==> src/hdl/dpg_pkg.sv <==
// Shared types and constants of the distinct permutation generator.
package dpg_pkg;

    localparam int DPG_MAX_ITEMS = 8;
    localparam int VALUE_BITS    = 16;
    localparam int CFG_BITS      = 4;

    localparam logic [CFG_BITS-1:0] ITEM_COUNT_RESET = 4'd8;
    localparam logic [CFG_BITS-1:0] ARR_LENGTH_RESET = 4'd1;

    typedef enum logic {
        OP_LOAD = 1'b0,
        OP_NEXT = 1'b1
    } t_op;

    typedef enum logic {
        CFG_ITEM_COUNT = 1'b0,
        CFG_ARR_LENGTH = 1'b1
    } t_cfg_index;

    typedef struct packed {
        t_op                   op;
        logic [VALUE_BITS-1:0] value;
    } t_request;

    typedef struct packed {
        logic [VALUE_BITS-1:0] element;
        logic                  last_of_arrangement;
        logic                  exhausted;
    } t_result;

    typedef enum logic [2:0] {
        ST_IDLE,
        ST_LOAD,
        ST_BACK,
        ST_SCAN,
        ST_EMIT,
        ST_EXH
    } t_state;

    // Commands from the controller to the datapath.
    typedef struct packed {
        logic load_begin;
        logic load_step;
        logic next_first;
        logic next_resume;
        logic mark_done;
        logic back_step;
        logic scan_step;
        logic emit_step;
    } t_dp_cmd;

    // Status from the datapath to the controller.
    typedef struct packed {
        logic full;
        logic no_arrangement;
        logic started;
        logic load_place;
        logic scan_end;
        logic scan_found;
        logic depth_zero;
        logic depth_last;
        logic emit_last;
    } t_dp_status;

endpackage

==> src/hdl/dpg_ctrl.sv <==
// Control state machine that sequences loads, the search and the result requests.
module dpg_ctrl import dpg_pkg::*; (
    input  logic       i_clk,
    input  logic       i_rst_n,
    input  logic       i_start,
    input  t_op        i_op,
    input  t_dp_status i_status,
    output t_dp_cmd    o_cmd,
    output logic       o_busy,
    output logic       o_strobe
);

    t_state r_state;
    t_state n_state;

    always_ff @(posedge i_clk) begin
        if (!i_rst_n) begin
            r_state <= ST_IDLE;
        end else begin
            r_state <= n_state;
        end
    end

    always_comb begin
        n_state = r_state;
        unique case (r_state)
            ST_IDLE: begin
                if (i_start) begin
                    if (i_op == OP_LOAD) begin
                        if (!i_status.full) begin
                            n_state = ST_LOAD;
                        end
                    end else if (i_status.no_arrangement) begin
                        n_state = ST_EXH;
                    end else if (!i_status.started) begin
                        n_state = ST_SCAN;
                    end else begin
                        n_state = ST_BACK;
                    end
                end
            end
            ST_LOAD: begin
                if (i_status.load_place) begin
                    n_state = ST_IDLE;
                end
            end
            ST_BACK: begin
                n_state = ST_SCAN;
            end
            ST_SCAN: begin
                if (i_status.scan_end) begin
                    n_state = i_status.depth_zero ? ST_EXH : ST_BACK;
                end else if (i_status.scan_found && i_status.depth_last) begin
                    n_state = ST_EMIT;
                end
            end
            ST_EMIT: begin
                if (i_status.emit_last) begin
                    n_state = ST_IDLE;
                end
            end
            ST_EXH: begin
                n_state = ST_IDLE;
            end
            default: begin
                n_state = ST_IDLE;
            end
        endcase
    end

    always_comb begin
        o_cmd    = '0;
        o_busy   = 1'b1;
        o_strobe = 1'b0;
        unique case (r_state)
            ST_IDLE: begin
                o_busy = 1'b0;
                if (i_start) begin
                    if (i_op == OP_LOAD) begin
                        o_cmd.load_begin = !i_status.full;
                    end else if (i_status.no_arrangement) begin
                        o_cmd.mark_done = 1'b1;
                    end else if (!i_status.started) begin
                        o_cmd.next_first = 1'b1;
                    end else begin
                        o_cmd.next_resume = 1'b1;
                    end
                end
            end
            ST_LOAD: begin
                o_cmd.load_step = 1'b1;
            end
            ST_BACK: begin
                o_cmd.back_step = 1'b1;
            end
            ST_SCAN: begin
                o_cmd.scan_step = 1'b1;
            end
            ST_EMIT: begin
                o_cmd.emit_step = 1'b1;
                o_strobe        = 1'b1;
            end
            ST_EXH: begin
                o_strobe = 1'b1;
            end
            default: begin
                o_busy = 1'b1;
            end
        endcase
    end

endmodule

==> src/hdl/dpg_datapath.sv <==
// Datapath: sorted store, search state, configuration registers and result forming.
module dpg_datapath import dpg_pkg::*; #(
    parameter int MAX_ITEMS = DPG_MAX_ITEMS
) (
    input  logic                i_clk,
    input  logic                i_rst_n,
    input  logic                i_cfg_we,
    input  t_cfg_index          i_cfg_index,
    input  logic [CFG_BITS-1:0] i_cfg_data,
    input  t_request            i_request,
    input  t_dp_cmd             i_cmd,
    output t_dp_status          o_status,
    output t_result             o_result
);

    localparam int IDX_W = $clog2(MAX_ITEMS);
    localparam int CNT_W = $clog2(MAX_ITEMS + 1);
    localparam int NW    = (CNT_W > CFG_BITS) ? CNT_W : CFG_BITS;

    // Control state.
    logic [CFG_BITS-1:0]   r_item_count;
    logic [CFG_BITS-1:0]   r_arr_len;
    logic [CNT_W-1:0]      r_loaded;
    logic [MAX_ITEMS-1:0]  r_used;
    logic                  r_started;
    logic                  r_done;

    // Payload state.
    logic [VALUE_BITS-1:0] r_store  [MAX_ITEMS];
    logic [IDX_W-1:0]      r_chosen [MAX_ITEMS];
    logic [VALUE_BITS-1:0] r_key;
    logic [CNT_W-1:0]      r_scan;
    logic [CNT_W-1:0]      r_depth;
    logic [CNT_W-1:0]      r_emit;
    logic                  r_has_prev;

    logic [NW-1:0]         w_n;
    logic [NW-1:0]         w_m;
    logic [IDX_W-1:0]      w_cur;
    logic [IDX_W-1:0]      w_rd_addr;
    logic [VALUE_BITS-1:0] w_rdata;
    logic                  w_load_place;
    logic                  w_scan_end;
    logic                  w_scan_found;
    logic                  w_depth_zero;
    logic                  w_restart;

    // The usable multiset is the lower of the configured and the loaded count.
    assign w_n = (NW'(r_item_count) < NW'(r_loaded)) ? NW'(r_item_count) : NW'(r_loaded);
    assign w_m = NW'(r_arr_len);

    assign w_cur = r_chosen[r_depth[IDX_W-1:0]];

    // The store has one read port; the active step picks its address.
    always_comb begin
        priority if (i_cmd.load_step) begin
            w_rd_addr = r_scan[IDX_W-1:0] - IDX_W'(1);
        end else if (i_cmd.back_step) begin
            w_rd_addr = w_cur;
        end else if (i_cmd.emit_step) begin
            w_rd_addr = r_chosen[r_emit[IDX_W-1:0]];
        end else begin
            w_rd_addr = r_scan[IDX_W-1:0];
        end
    end

    assign w_rdata = r_store[w_rd_addr];

    assign w_load_place = !((r_scan != '0) && (w_rdata > r_key));
    assign w_scan_end   = (NW'(r_scan) >= w_n);
    assign w_scan_found = !w_scan_end && !r_used[r_scan[IDX_W-1:0]]
                          && !(r_has_prev && (w_rdata == r_key));
    assign w_depth_zero = (r_depth == '0);
    assign w_restart    = i_cfg_we || (i_cmd.load_step && w_load_place);

    assign o_status.full           = (r_loaded == CNT_W'(MAX_ITEMS));
    assign o_status.no_arrangement = r_done || (w_m == '0) || (w_m > w_n);
    assign o_status.started        = r_started;
    assign o_status.load_place     = w_load_place;
    assign o_status.scan_end       = w_scan_end;
    assign o_status.scan_found     = w_scan_found;
    assign o_status.depth_zero     = w_depth_zero;
    assign o_status.depth_last     = ((NW'(r_depth) + NW'(1)) == w_m);
    assign o_status.emit_last      = ((NW'(r_emit) + NW'(1)) == w_m);

    assign o_result.element             = i_cmd.emit_step ? w_rdata : '0;
    assign o_result.last_of_arrangement = i_cmd.emit_step && o_status.emit_last;
    assign o_result.exhausted           = !i_cmd.emit_step;

    always_ff @(posedge i_clk) begin
        if (!i_rst_n) begin
            r_item_count <= ITEM_COUNT_RESET;
            r_arr_len    <= ARR_LENGTH_RESET;
            r_loaded     <= '0;
            r_used       <= '0;
            r_started    <= 1'b0;
            r_done       <= 1'b0;
        end else begin
            if (i_cfg_we) begin
                unique case (i_cfg_index)
                    CFG_ITEM_COUNT: r_item_count <= i_cfg_data;
                    CFG_ARR_LENGTH: r_arr_len    <= i_cfg_data;
                endcase
            end
            if (i_cmd.load_step && w_load_place) begin
                r_loaded <= r_loaded + CNT_W'(1);
            end
            if (i_cmd.next_first) begin
                r_started <= 1'b1;
            end
            if (i_cmd.mark_done || (i_cmd.scan_step && w_scan_end && w_depth_zero)) begin
                r_done <= 1'b1;
            end
            if (i_cmd.back_step) begin
                r_used[w_cur] <= 1'b0;
            end
            if (i_cmd.scan_step && w_scan_found) begin
                r_used[r_scan[IDX_W-1:0]] <= 1'b1;
            end
            if (w_restart) begin
                r_used    <= '0;
                r_started <= 1'b0;
                r_done    <= 1'b0;
            end
        end
    end

    always_ff @(posedge i_clk) begin
        if (i_cmd.load_begin) begin
            r_key  <= i_request.value;
            r_scan <= r_loaded;
        end
        // Insertion walks down from the top, moving larger values up one slot.
        if (i_cmd.load_step) begin
            if (w_load_place) begin
                r_store[r_scan[IDX_W-1:0]] <= r_key;
            end else begin
                r_store[r_scan[IDX_W-1:0]] <= w_rdata;
                r_scan                     <= r_scan - CNT_W'(1);
            end
        end
        if (i_cmd.next_first) begin
            r_depth    <= '0;
            r_scan     <= '0;
            r_has_prev <= 1'b0;
        end
        if (i_cmd.next_resume) begin
            r_depth <= CNT_W'(w_m - NW'(1));
        end
        // Release the index at this depth and look past it for a different value.
        if (i_cmd.back_step) begin
            r_key      <= w_rdata;
            r_has_prev <= 1'b1;
            r_scan     <= CNT_W'(w_cur) + CNT_W'(1);
        end
        if (i_cmd.scan_step) begin
            if (w_scan_end) begin
                if (!w_depth_zero) begin
                    r_depth <= r_depth - CNT_W'(1);
                end
            end else if (w_scan_found) begin
                r_chosen[r_depth[IDX_W-1:0]] <= r_scan[IDX_W-1:0];
                r_depth                      <= r_depth + CNT_W'(1);
                r_scan                       <= '0;
                r_has_prev                   <= 1'b0;
                r_emit                       <= '0;
            end else begin
                r_scan <= r_scan + CNT_W'(1);
            end
        end
        if (i_cmd.emit_step) begin
            r_emit <= r_emit + CNT_W'(1);
        end
    end

endmodule

==> src/hdl/distinct_permutation_generator_unit.sv <==
// Top level of the distinct permutation generator.
//
// The block enumerates, in lexicographic order, every distinct arrangement of
// arrangement_length values drawn from a loaded multiset. A request is taken
// when start is high and busy is low. A load request inserts its value into an
// ascending sorted store (equal values go after those already present) and
// restarts the search; it gives no result and keeps busy high while it moves
// each stored value larger than the new one up one slot, then places the new
// value. A load into a full store is dropped without any busy time. A next
// request runs the depth-first search one store index per cycle, backtracking
// one depth at a time, then presents the m elements of the arrangement on
// consecutive cycles, each for exactly one cycle with o_strobe high, the final
// one with last_of_arrangement set. When no arrangement remains, or the length
// is zero or larger than min(item_count, loaded values), a next request gives
// a single exhausted result with element zero, and the block stays exhausted
// until a load, a register write or a reset. The receiver cannot stall: results
// must be taken in the cycle they appear. Configuration writes are always ready
// and must only be issued while busy is low; each write restarts the search.
module distinct_permutation_generator_unit import dpg_pkg::*; #(
    parameter int MAX_ITEMS = DPG_MAX_ITEMS
) (
    input  logic                i_clk,
    input  logic                i_rst_n,
    input  logic                start,
    output logic                busy,
    input  t_request            i_request,
    output logic                o_strobe,
    output t_result             o_result,
    input  logic                i_cfg_valid,
    output logic                o_cfg_ready,
    input  t_cfg_index          i_cfg_index,
    input  logic [CFG_BITS-1:0] i_cfg_data
);

    t_dp_cmd    w_cmd;
    t_dp_status w_status;

    // The register file takes a write in every cycle.
    assign o_cfg_ready = 1'b1;

    dpg_ctrl u_ctrl (
        .i_clk    (i_clk),
        .i_rst_n  (i_rst_n),
        .i_start  (start),
        .i_op     (i_request.op),
        .i_status (w_status),
        .o_cmd    (w_cmd),
        .o_busy   (busy),
        .o_strobe (o_strobe)
    );

    dpg_datapath #(
        .MAX_ITEMS (MAX_ITEMS)
    ) u_datapath (
        .i_clk       (i_clk),
        .i_rst_n     (i_rst_n),
        .i_cfg_we    (i_cfg_valid),
        .i_cfg_index (i_cfg_index),
        .i_cfg_data  (i_cfg_data),
        .i_request   (i_request),
        .i_cmd       (w_cmd),
        .o_status    (w_status),
        .o_result    (o_result)
    );

endmodule

==> config.mk <==
export PLATFORM = sky130hd
export DESIGN_NAME = distinct_permutation_generator_unit
export DESIGN_NICKNAME = d
export VERILOG_FILES = /design/src/hdl/dpg_pkg.sv /design/src/hdl/dpg_ctrl.sv /design/src/hdl/dpg_datapath.sv /design/src/hdl/distinct_permutation_generator_unit.sv
export SDC_FILE = /design/constraint.sdc
export NUM_CORES = 1
export LEC_CHECK = 0
export BUFFER_PORTS_ARGS = -buffer_cell sky130_fd_sc_hd__buf_4
export CORE_MARGIN = 2
export CORE_UTILIZATION = 30
export DETAILED_ROUTE_END_ITERATION = 6
export MAX_ROUTING_LAYER = met4
export PLACE_DENSITY_LB_ADDON = 0.15
export SLEW_MARGIN = 10
export SYNTH_ARGS = -nofsm -noshare
export SYNTH_HDL_FRONTEND = slang
export SYNTH_HIERARCHICAL = 1
export SYNTH_SLANG_ARGS = --single-unit
==> constraint.sdc <==
create_clock -name i_clk -period 6.4 [get_ports i_clk]
set_clock_uncertainty 0.1 [all_clocks]
set_input_delay 0.64 -clock i_clk [delete_from_list [all_inputs] [get_ports i_clk]]
set_output_delay 0.64 -clock i_clk [all_outputs]
set_load 0.01 [all_outputs]
== Yosys cells after proc, flatten, opt, wreduce, memory -nomap -nowiden ==
Memory sizes are Yosys's and may differ from the RTL's. A register that Yosys moved wholly into a read port is not among the register bits.
Cells that the tools add are included.

* Input port bits: 26
* RAM bits: 152
* Memories: 2
* Register bits after elaboration: 54
* Logic and storage cells: 165
* Output and inout bits: 21

* Muxes and demuxes: 78
* Order comparisons: 8
* Add/sub/neg operators: 9
* Reductions and logical operators: 35
* Equality and inequality tests: 15
* Bitwise gates (word level): 6

{| class="wikitable"
|+ Memories
! memory !! words !! width !! rd ports !! clocked after memory_dff !! wr ports !! line !! RTL
|-
| u_datapath.r_store || 8 || 16 || 1 || 0 || 1 || dpg_datapath.sv:29 || <nowiki>logic [VALUE_BITS-1:0] r_store [MAX_ITEMS];</nowiki>
|-
| u_datapath.r_chosen || 8 || 3 || 2 || 2 || 1 || dpg_datapath.sv:30 || <nowiki>logic [IDX_W-1:0] r_chosen [MAX_ITEMS];</nowiki>
|}

{| class="wikitable"
|+ Operator list
! operator !! count
|-
| $mux 4 || 19
|-
| $mux 16 || 4
|-
| $mux 3 || 16
|-
| $mux 1 || 31
|-
| $mux 8 || 3
|-
| $add 4x1->4 const B || 4
|-
| $eq 16x16->1 || 1
|-
| $gt 16x16->1 || 1
|-
| $pmux 3 s5 || 1
|-
| $logic_and 1x1->1 || 12
|-
| $sub 4x1->4 const B || 3
|-
| $and 8x8->8 || 1
|-
| $eq 4x4->1 || 2
|-
| $logic_not 4->1 || 2
|-
| $lt 3x4->1 const B || 2
|-
| $not 8->8 || 1
|-
| $or 8x8->8 || 1
|-
| $demux 1 s3 || 2
|-
| $eq 3x2->1 const B || 2
|-
| $eq 3x3->1 const B || 2
|-
| $ge 3x1->1 const B || 2
|-
| $logic_not 1->1 || 6
|-
| $reduce_bool 2->1 || 3
|-
| $reduce_and 5->1 || 1
|-
| other kinds (21) || 29
|}

== Logic depth before layout (Yosys ltp) ==
Gate-level depths: netlist of the first run.
An unclocked memory read counts as a cell.

* Word-level depth: 15
* Gate-level depth with buffers: 23
* Depth with buffers taken out: 21

== Modules after synthesis ==
The synthesis of the first run kept the hierarchy.

{| class="wikitable"
|+ By module, submodules not included
! module !! cells each !! instances !! area each (um2) !! sequential area each (um2)
|-
| dpg_datapath || 863 || 1 || 10531.4 || 5845.6
|-
| dpg_ctrl || 41 || 1 || 309.0 || 60.1
|-
| distinct_permutation_generator_unit || 2 || 1 || 11.3 || 0.0
|}

== Least setup slack after synthesis of the first run ==
OpenSTA, ideal clock, no wires.

* Kind: reg-to-reg
* From: register u_datapath/r_depth[0] (netlist name)
* To: memory u_datapath.r_store[0][12] (data pin)
* Period minus slack after synthesis: 5729 ps
* Slack: 671 ps
* Arrival time: 5346 ps
* Path buffers: 5
* Cell stages (with the launch flop): 21
* Library setup time: 283 ps
* Data required time: 6017 ps
* Cells stage by stage: dfxtp_1 buf_6 mux2_4 and3_4 nor4_4 inv_2 a211oi_4 buf_6 mux2_2 a221oi_1 a21oi_1 ha_1 nand4_1 a2111oi_0 a211o_1 and4_1 clkbuf_1 clkbuf_1 clkbuf_1 nor2_1 a221oi_1

{| class="wikitable"
|+ RTL lines
! what !! line
|-
| to (decl) || dpg_datapath.sv:29
|}

==> flow_summary.yaml, run 1 <==
critical_path:
  path_delay_family: "simple AND/OR/NAND/NOR gates"
  critPathKind: "flip-flop to flip-flop"
  slowest_stage: "a221oi_1"
  r2r_cells: 16
  regToRegEndpoint: "u_datapath/r_store[6][3]$_DFFE_PP_"
  r2r_start: "u_datapath/r_depth[2]$_DFF_P_"
  path_cells: "and3_1 -> and2_1 -> nor4_4 -> inv_2 -> a211oi_4 -> buf_12 -> mux2_2 -> a221oi_2 -> a21oi_1 -> ha_1 -> nand4_1 -> or4_1 -> nand3_1 -> nor3_2 -> buf_4 -> a221oi_1"
  cp_data_arrival_time_ps: 6120
  crit_buf_inv: 3
  slowest_delay_ps: 840
  endpoint_kind: "flip-flop"
  start_kind: "flip-flop"
  crit_fanout: 32
  worst-endpoint-required_ps: 6480
  reg2reg_slack_ps: 360
logic_synthesis:
  synth_warnings: 6
  synth_nets: 969
  syn-instance-count: 906
  avgSynthCellArea_um2: 11.98
  synth_edf_count: 172
  synthArstFlopShare_pct: 0
  ys_types: 70
  ys_ff_latch: 209
  netlist_area_um2: 10850
  synth-seq-area-share_pct: 54.42
  ys.flop_type: "edfxtp_1"
timing:
  post-route-period-util_pct: 94.39
  fin_ws_ps: 358.7
  tightest_slew_ps: 1037
  setup_violations: 0
  max_freq_mhz: 165.5
  fin_crit_ps: 6041
  drv_slew: 0
  hold_viol: 0
  tns_ps: 0
  rsz0062_at_grt: "no"
  slew_headroom_pct: 30.49
placed_design:
  gp_congestion: 0.8024
  numPortBuffers: 45
  dp_hpwl_mm: 20.26
  pre_cts_slack_ps: 223.3
clocking:
  cts_buffers: 25
  cts_tree: "yes"
  post_cts_buffers: 0
  cts.path.max_buffers: 3
  root_buffer: "clkbuf_16"
  h-tree-depth: 1
  clk_transition_reported_paths_ps: 60
  cts_sinks: 209
  clk_latency_ps: 520
floorplanning:
  ios: 47
  coreArea_um2: 35570
  die-area_um2: 37710
  die_h_um: 194.2
  start_util_pct: 30.51
  fp-row-count: 69
  die_w_um: 194.2
final_layout:
  seqCellArea_um2: 5907
  diodes: 0
  fillCellCount: 3538
  final_nets: 1032
  drive_above_1_share_pct: 22.52
  final_cell_mix: "edfxtp_1, buf_4, nor2_1, nand2_1, mux2i_1"
  final_common_cell: "edfxtp_1"
  syn_to_final_growth_pct: 16.53
  multiInputGateArea_um2: 4528
run:
  maxCapViolations: 0
route:
  drt-pass1-iter-count: 5
  detail_route.wl_per_cell_um: 20.79
  drcViolationCount: 0
  drt_iter0_drc: 427
  vias: 7480
  drt_wl_total_mm: 30.08
  viasPerCell: 5.169
  ant_nets: 0
hold_path:
  min_to: "u_datapath/r_item_count[3]$_SDFFE_PN1P_"
  min_delay_path_depth: 3
  min_from: "i_cfg_data[3]"
  min_path_type: "input port to flip-flop"
status:
  status: "finished, final reports clean"
power_and_ir_drop:
  power.density_nw_per_um2: 463.8
  p_leak_nw: 4.575
  vdd_drop_max_mv: 0.2995
  power_w: 0.005865
grt:
  grt_pass1_vias: 7648
  grt.total_usage_pct: 16.30
  antenna_found_initial: 0
  grt_pass1_wl_mm: 46.50
  grt_overflow: 0
  grt_start_max_net_pins: 64
## worst max path at each step
stage / endpoint / slack, ps / from / depth (start not counted)
floorplan: u_datapath/r_store[0][12]$_DFFE_PP_ / 670 / u_datapath/r_depth[0]$_DFF_P_ / 20
global placement: u_datapath/r_store[0][3]$_DFFE_PP_ / 280 / u_datapath/r_depth[0]$_DFF_P_ / 16
detailed placement: u_datapath/r_store[1][11]$_DFFE_PP_ / 220 / u_datapath/r_depth[0]$_DFF_P_ / 18
CTS: u_datapath/r_store[0][11]$_DFFE_PP_ / 170 / u_datapath/r_depth[0]$_DFF_P_ / 18
global route: u_datapath/r_store[6][3]$_DFFE_PP_ / 20 / u_ctrl/r_state[2]$_SDFFE_PN0P_ / 16
finish: u_datapath/r_store[6][3]$_DFFE_PP_ / 360 / u_datapath/r_depth[2]$_DFF_P_ / 16
## cell type report
cell class                      count  share of cell area [%]
Sequential cell                   209                   46.71
Multi-Input combinational cell    597                   35.81
Clock buffer                       31                   5.204
Inverter                           43                   1.296
Clock inverter                     13                  0.7025
Timing Repair Buffer               93                   5.719
Tap cell                          461                   4.561
## registers in the layout, indices dropped and copies added (netlist names), 4 cells and up, named ones only
signal                   flops
u_datapath/r_item_count      4
u_datapath/r_scan            4
u_datapath/r_key            16
u_datapath/r_chosen         24
u_datapath/r_store         128
u_datapath/r_depth           4
u_datapath/r_loaded          4
u_datapath/r_emit            4
u_datapath/r_used            8
u_datapath/r_arr_len         4
## kinds of logic (layout without fill, tap and decap cells)
family | count (synthesis) | count (layout) | share of synthesized area [%]
xor gates and xnor gates | 20 | 20 | 1.614
adders and majority gates | 37 | 37 | 4.266
DFF | 209 | 209 | 54.42
AOI/OAI and AO/OA | 215 | 215 | 15.15
other | 1 | 1 | 0.03456
and+or+nand+nor | 233 | 233 | 10.47
muxes | 91 | 91 | 9.639
buffers and inverters | 100 | 180 | 4.405
## timing repair
action / CTS / global route
hold buffers: 0 / 0
setup endpoints to repair: 0 / 66
gates resized for setup: 0 / 3
## synthesized netlist by cell type (4+ instances only)
library cell / instances / area share (%)
a32oi_1: 4 / 0.32
a21o_1: 6 / 0.42
ha_1: 37 / 4.3
dfxtp_1: 37 / 6.8
nor2_1: 72 / 2.5
o31ai_1: 4 / 0.28
and3_1: 4 / 0.23
xor2_1: 9 / 0.73
a221oi_1: 30 / 2.4
a211o_1: 4 / 0.32
mux2i_1: 49 / 4.5
a21oi_1: 43 / 2.0
mux4_2: 7 / 1.5
nand4_1: 5 / 0.29
a21boi_0: 7 / 0.48
o221ai_1: 4 / 0.32
nand2_1: 55 / 1.9
xnor2_1: 11 / 0.89
nand2b_1: 11 / 0.63
edfxtp_1: 172 / 48
a211oi_1: 18 / 1.2
buf_6: 8 / 0.83
a21boi_1: 12 / 0.83
mux2_2: 34 / 3.5
a31oi_1: 6 / 0.35
buf_4: 8 / 0.55
o21ai_0: 32 / 1.5
nor4_1: 4 / 0.23
a221oi_2: 16 / 2.2
buf_2: 8 / 0.37
nor2b_1: 13 / 0.75
nand3_1: 20 / 0.92
nor3_1: 22 / 1.0
and2_1: 12 / 0.69
inv_1: 38 / 1.3
o211ai_1: 4 / 0.28
clkbuf_1: 32 / 1.1
## report_power, final
part	internal, W	leakage [nW]	switching (W)
Sequential	0.00172	1.86	0.000103
Clock	0.000765	0.373	0.000560
Combinational	0.00105	2.34	0.00168
## worst register-to-register path, cell delays in order, from the launching register on
cell	delay (ps)
dfxtp_1	490
and3_1	350
and2_1	220
nor4_4	400
inv_2	110
a211oi_4	260
buf_12	260
mux2_2	390
a221oi_2	430
a21oi_1	90
ha_1	320
nand4_1	250
or4_1	680
nand3_1	230
nor3_2	50
buf_4	220
a221oi_1	850
## metal layers
metal	vias to the layer above	global-route usage (%)	wire length (µm)
met1	3744	21.66	14400
met3	45	2.209	896
li1	3576	-	-
met2	115	26.31	14130
met5	-	-	0
met4	0	4.068	658
## per-stage QoR
step                utilization, %  area (µm²)  hold WS, ps  instances
floorplan                        -       10850        341.6        906
global placement             33.41       11890        364.0       1403
detailed placement           33.41       11890        367.3       1403
CTS                          35.51       12630        221.5       1447
global route                 35.55       12650        243.6       1447
finish                       35.55       12650        242.9       1447
Power figures use the tool's default switching activity.
==> run 2, diff against run 1 <==
Settings changed: CORE_ASPECT_RATIO set to 2.
==> run 2 against run 1 <==
Register-to-register slack improved by 240 ps. Worst hold slack gained 7.4 ps. Fmax increased by 4.1%. Worst setup slack gained 240 ps. First-iteration DRC count rose by 17%. Sequential share of layout area fell by 1.4 points. Critical endpoint is now u_datapath/r_store[7][12]$_DFFE_PP_.
==> flow_summary.yaml, run 2 (same netlist as run 1, synthesis figures left out) <==
final_layout:
  final_common_cell: "edfxtp_1"
  syn_to_final_growth_pct: 20.22
  fin_area_um2: 13050
  largest_reg_flops: 128
  stdcell_count: 1484
  final_util_pct: 36.56
  drive_above_1_share_pct: 25.92
  final_cell_mix: "edfxtp_1, buf_4, nor2_1, nand2_1, mux2i_1"
  fillCellCount: 3465
  diodes: 0
  final_nets: 1081
placed_design:
  dp_hpwl_mm: 24.69
  numPortBuffers: 45
  gp_congestion: 0.8908
  place_inst: 1444
  pre_cts_slack_ps: 595.9
  place_area_um2: 12300
route:
  detail_route.wl_per_cell_um: 22.98
  viasPerCell: 5.181
  drt_iter0_drc: 501
  vias: 7689
  drcViolationCount: 0
  drt_wl_total_mm: 34.11
  drt-pass1-iter-count: 5
  ant_nets: 0
timing:
  rsz0062_at_grt: "no"
  drv_slew: 0
  tns_ps: 0
  slew_headroom_pct: 13.15
  hold_viol: 0
  fin_crit_ps: 5801
  max_freq_mhz: 172.4
  setup_violations: 0
  fin_ws_ps: 599.0
  post-route-period-util_pct: 90.64
  tightest_slew_ps: 1301
floorplanning:
  die_w_um: 138.5
  ios: 47
  coreArea_um2: 35680
  start_util_pct: 30.41
  die-area_um2: 37800
  fp-row-count: 98
  die_h_um: 273.0
clocking:
  cts_buffers: 22
  post_cts_buffers: 0
  cts_sinks: 209
  hold_buffers: 0
  h-tree-depth: 1
  clk_latency_ps: 520
  cts.path.max_buffers: 3
  root_buffer: "clkbuf_16"
  postCtsResizedCells: 0
  clk_transition_reported_paths_ps: 70
  cts_tree: "yes"
power_and_ir_drop:
  p_leak_nw: 4.832
  power.density_nw_per_um2: 483.1
  vdd_drop_max_mv: 0.2092
grt:
  grt_pass1_vias: 8275
  grtUsageMet3_pct: 1.595
  grt.total_usage_pct: 18.48
  grt_util_met1_pct: 16.79
  antenna_found_initial: 0
  grt_start_max_net_pins: 31
  grt_overflow: 0
  grt_pass1_wl_mm: 51.07
  busiest_layer: "met2"
  met2_usage_pct: 38.78
critical_path:
  r2r_start: "u_datapath/r_depth[0]$_DFF_P_"
  cp_data_arrival_time_ps: 5870
  crit_start: "u_datapath/r_depth[0]$_DFF_P_"
  worst-endpoint-required_ps: 6470
  setup.worst_path.end: "u_datapath/r_store[7][12]$_DFFE_PP_"
  start_kind: "flip-flop"
  critPathKind: "flip-flop to flip-flop"
  crit_fanout: 30
  regToRegEndpoint: "u_datapath/r_store[7][12]$_DFFE_PP_"
  r2r_cells: 19
  endpoint_kind: "flip-flop"
  reg2reg_slack_ps: 600
hold_path:
  min_path_type: "input port to flip-flop"
  min_from: "i_cfg_data[3]"
run:
  maxCapViolations: 0
status:
  status: "finished, final reports clean"
==> run 2: through the flow <==
step / total power [W] / hold WS, ps
finish: 0.006303 / 250.3
global route: 0.006689 / 252.3
CTS: 0.006378 / 231.6
detailed placement: 0.005020 / 364.5
global placement: 0.005030 / 359.6
floorplan: 0.003715 / 341.6
==> run 2: routing by layer <==
layer	share of wire, %	wire length [µm]
met5	0	0
met4	3.3	1117
met3	2.3	786
met2	61	20700
met1	34	11500
==> run 2: layout make-up <==
class,instances,area [µm²],share of cell area (%)
clock buffer,34,656.9,5.035
clock inverter,6,86.33,0.6617
inverter,43,163.9,1.256
multi-input combinational,597,4507,34.54
sequential,209,5906,45.27
tap,450,563.0,4.316
timing repair buffer,145,1164,8.919
==> run 2: critical path, cell delays in order (launching register included) <==
cell and delay, ps:
dfxtp_1 380, buf_4 200, and3_1 210, and2_1 200, nor4_4 360, inv_2 110
a211oi_4 270, buf_12 260, mux2_2 360, a221oi_1 320, a21oi_1 80, ha_1 310
nand4_1 230, a2111oi_0 440, a211o_1 180, buf_4 120, and4_1 260, buf_12 170
nor2_1 50, a221oi_1 830
==> run 2: power by group <==
group / internal, W / switching (W) / total (W)
registers: 0.00172 / 0.0000958 / 0.00181
logic: 0.00133 / 0.00183 / 0.00316
clock network: 0.000789 / 0.000542 / 0.00133
==> run 2: how the worst min path moves through the flow <==
stage,to,slack [ps],cells past startpoint
2_1_floorplan,u_datapath/r_started$_SDFFE_PP0P_,340,2
4_1_cts,u_datapath/r_item_count[3]$_SDFFE_PN1P_,230,3
5_1_grt,u_datapath/r_item_count[3]$_SDFFE_PN1P_,250,3
3_5_place_dp,u_datapath/r_used[4]$_SDFF_PP0_,360,2
3_3_place_gp,u_datapath/r_done$_SDFFE_PP0P_,360,2
6_report,u_datapath/r_item_count[3]$_SDFFE_PN1P_,250,3
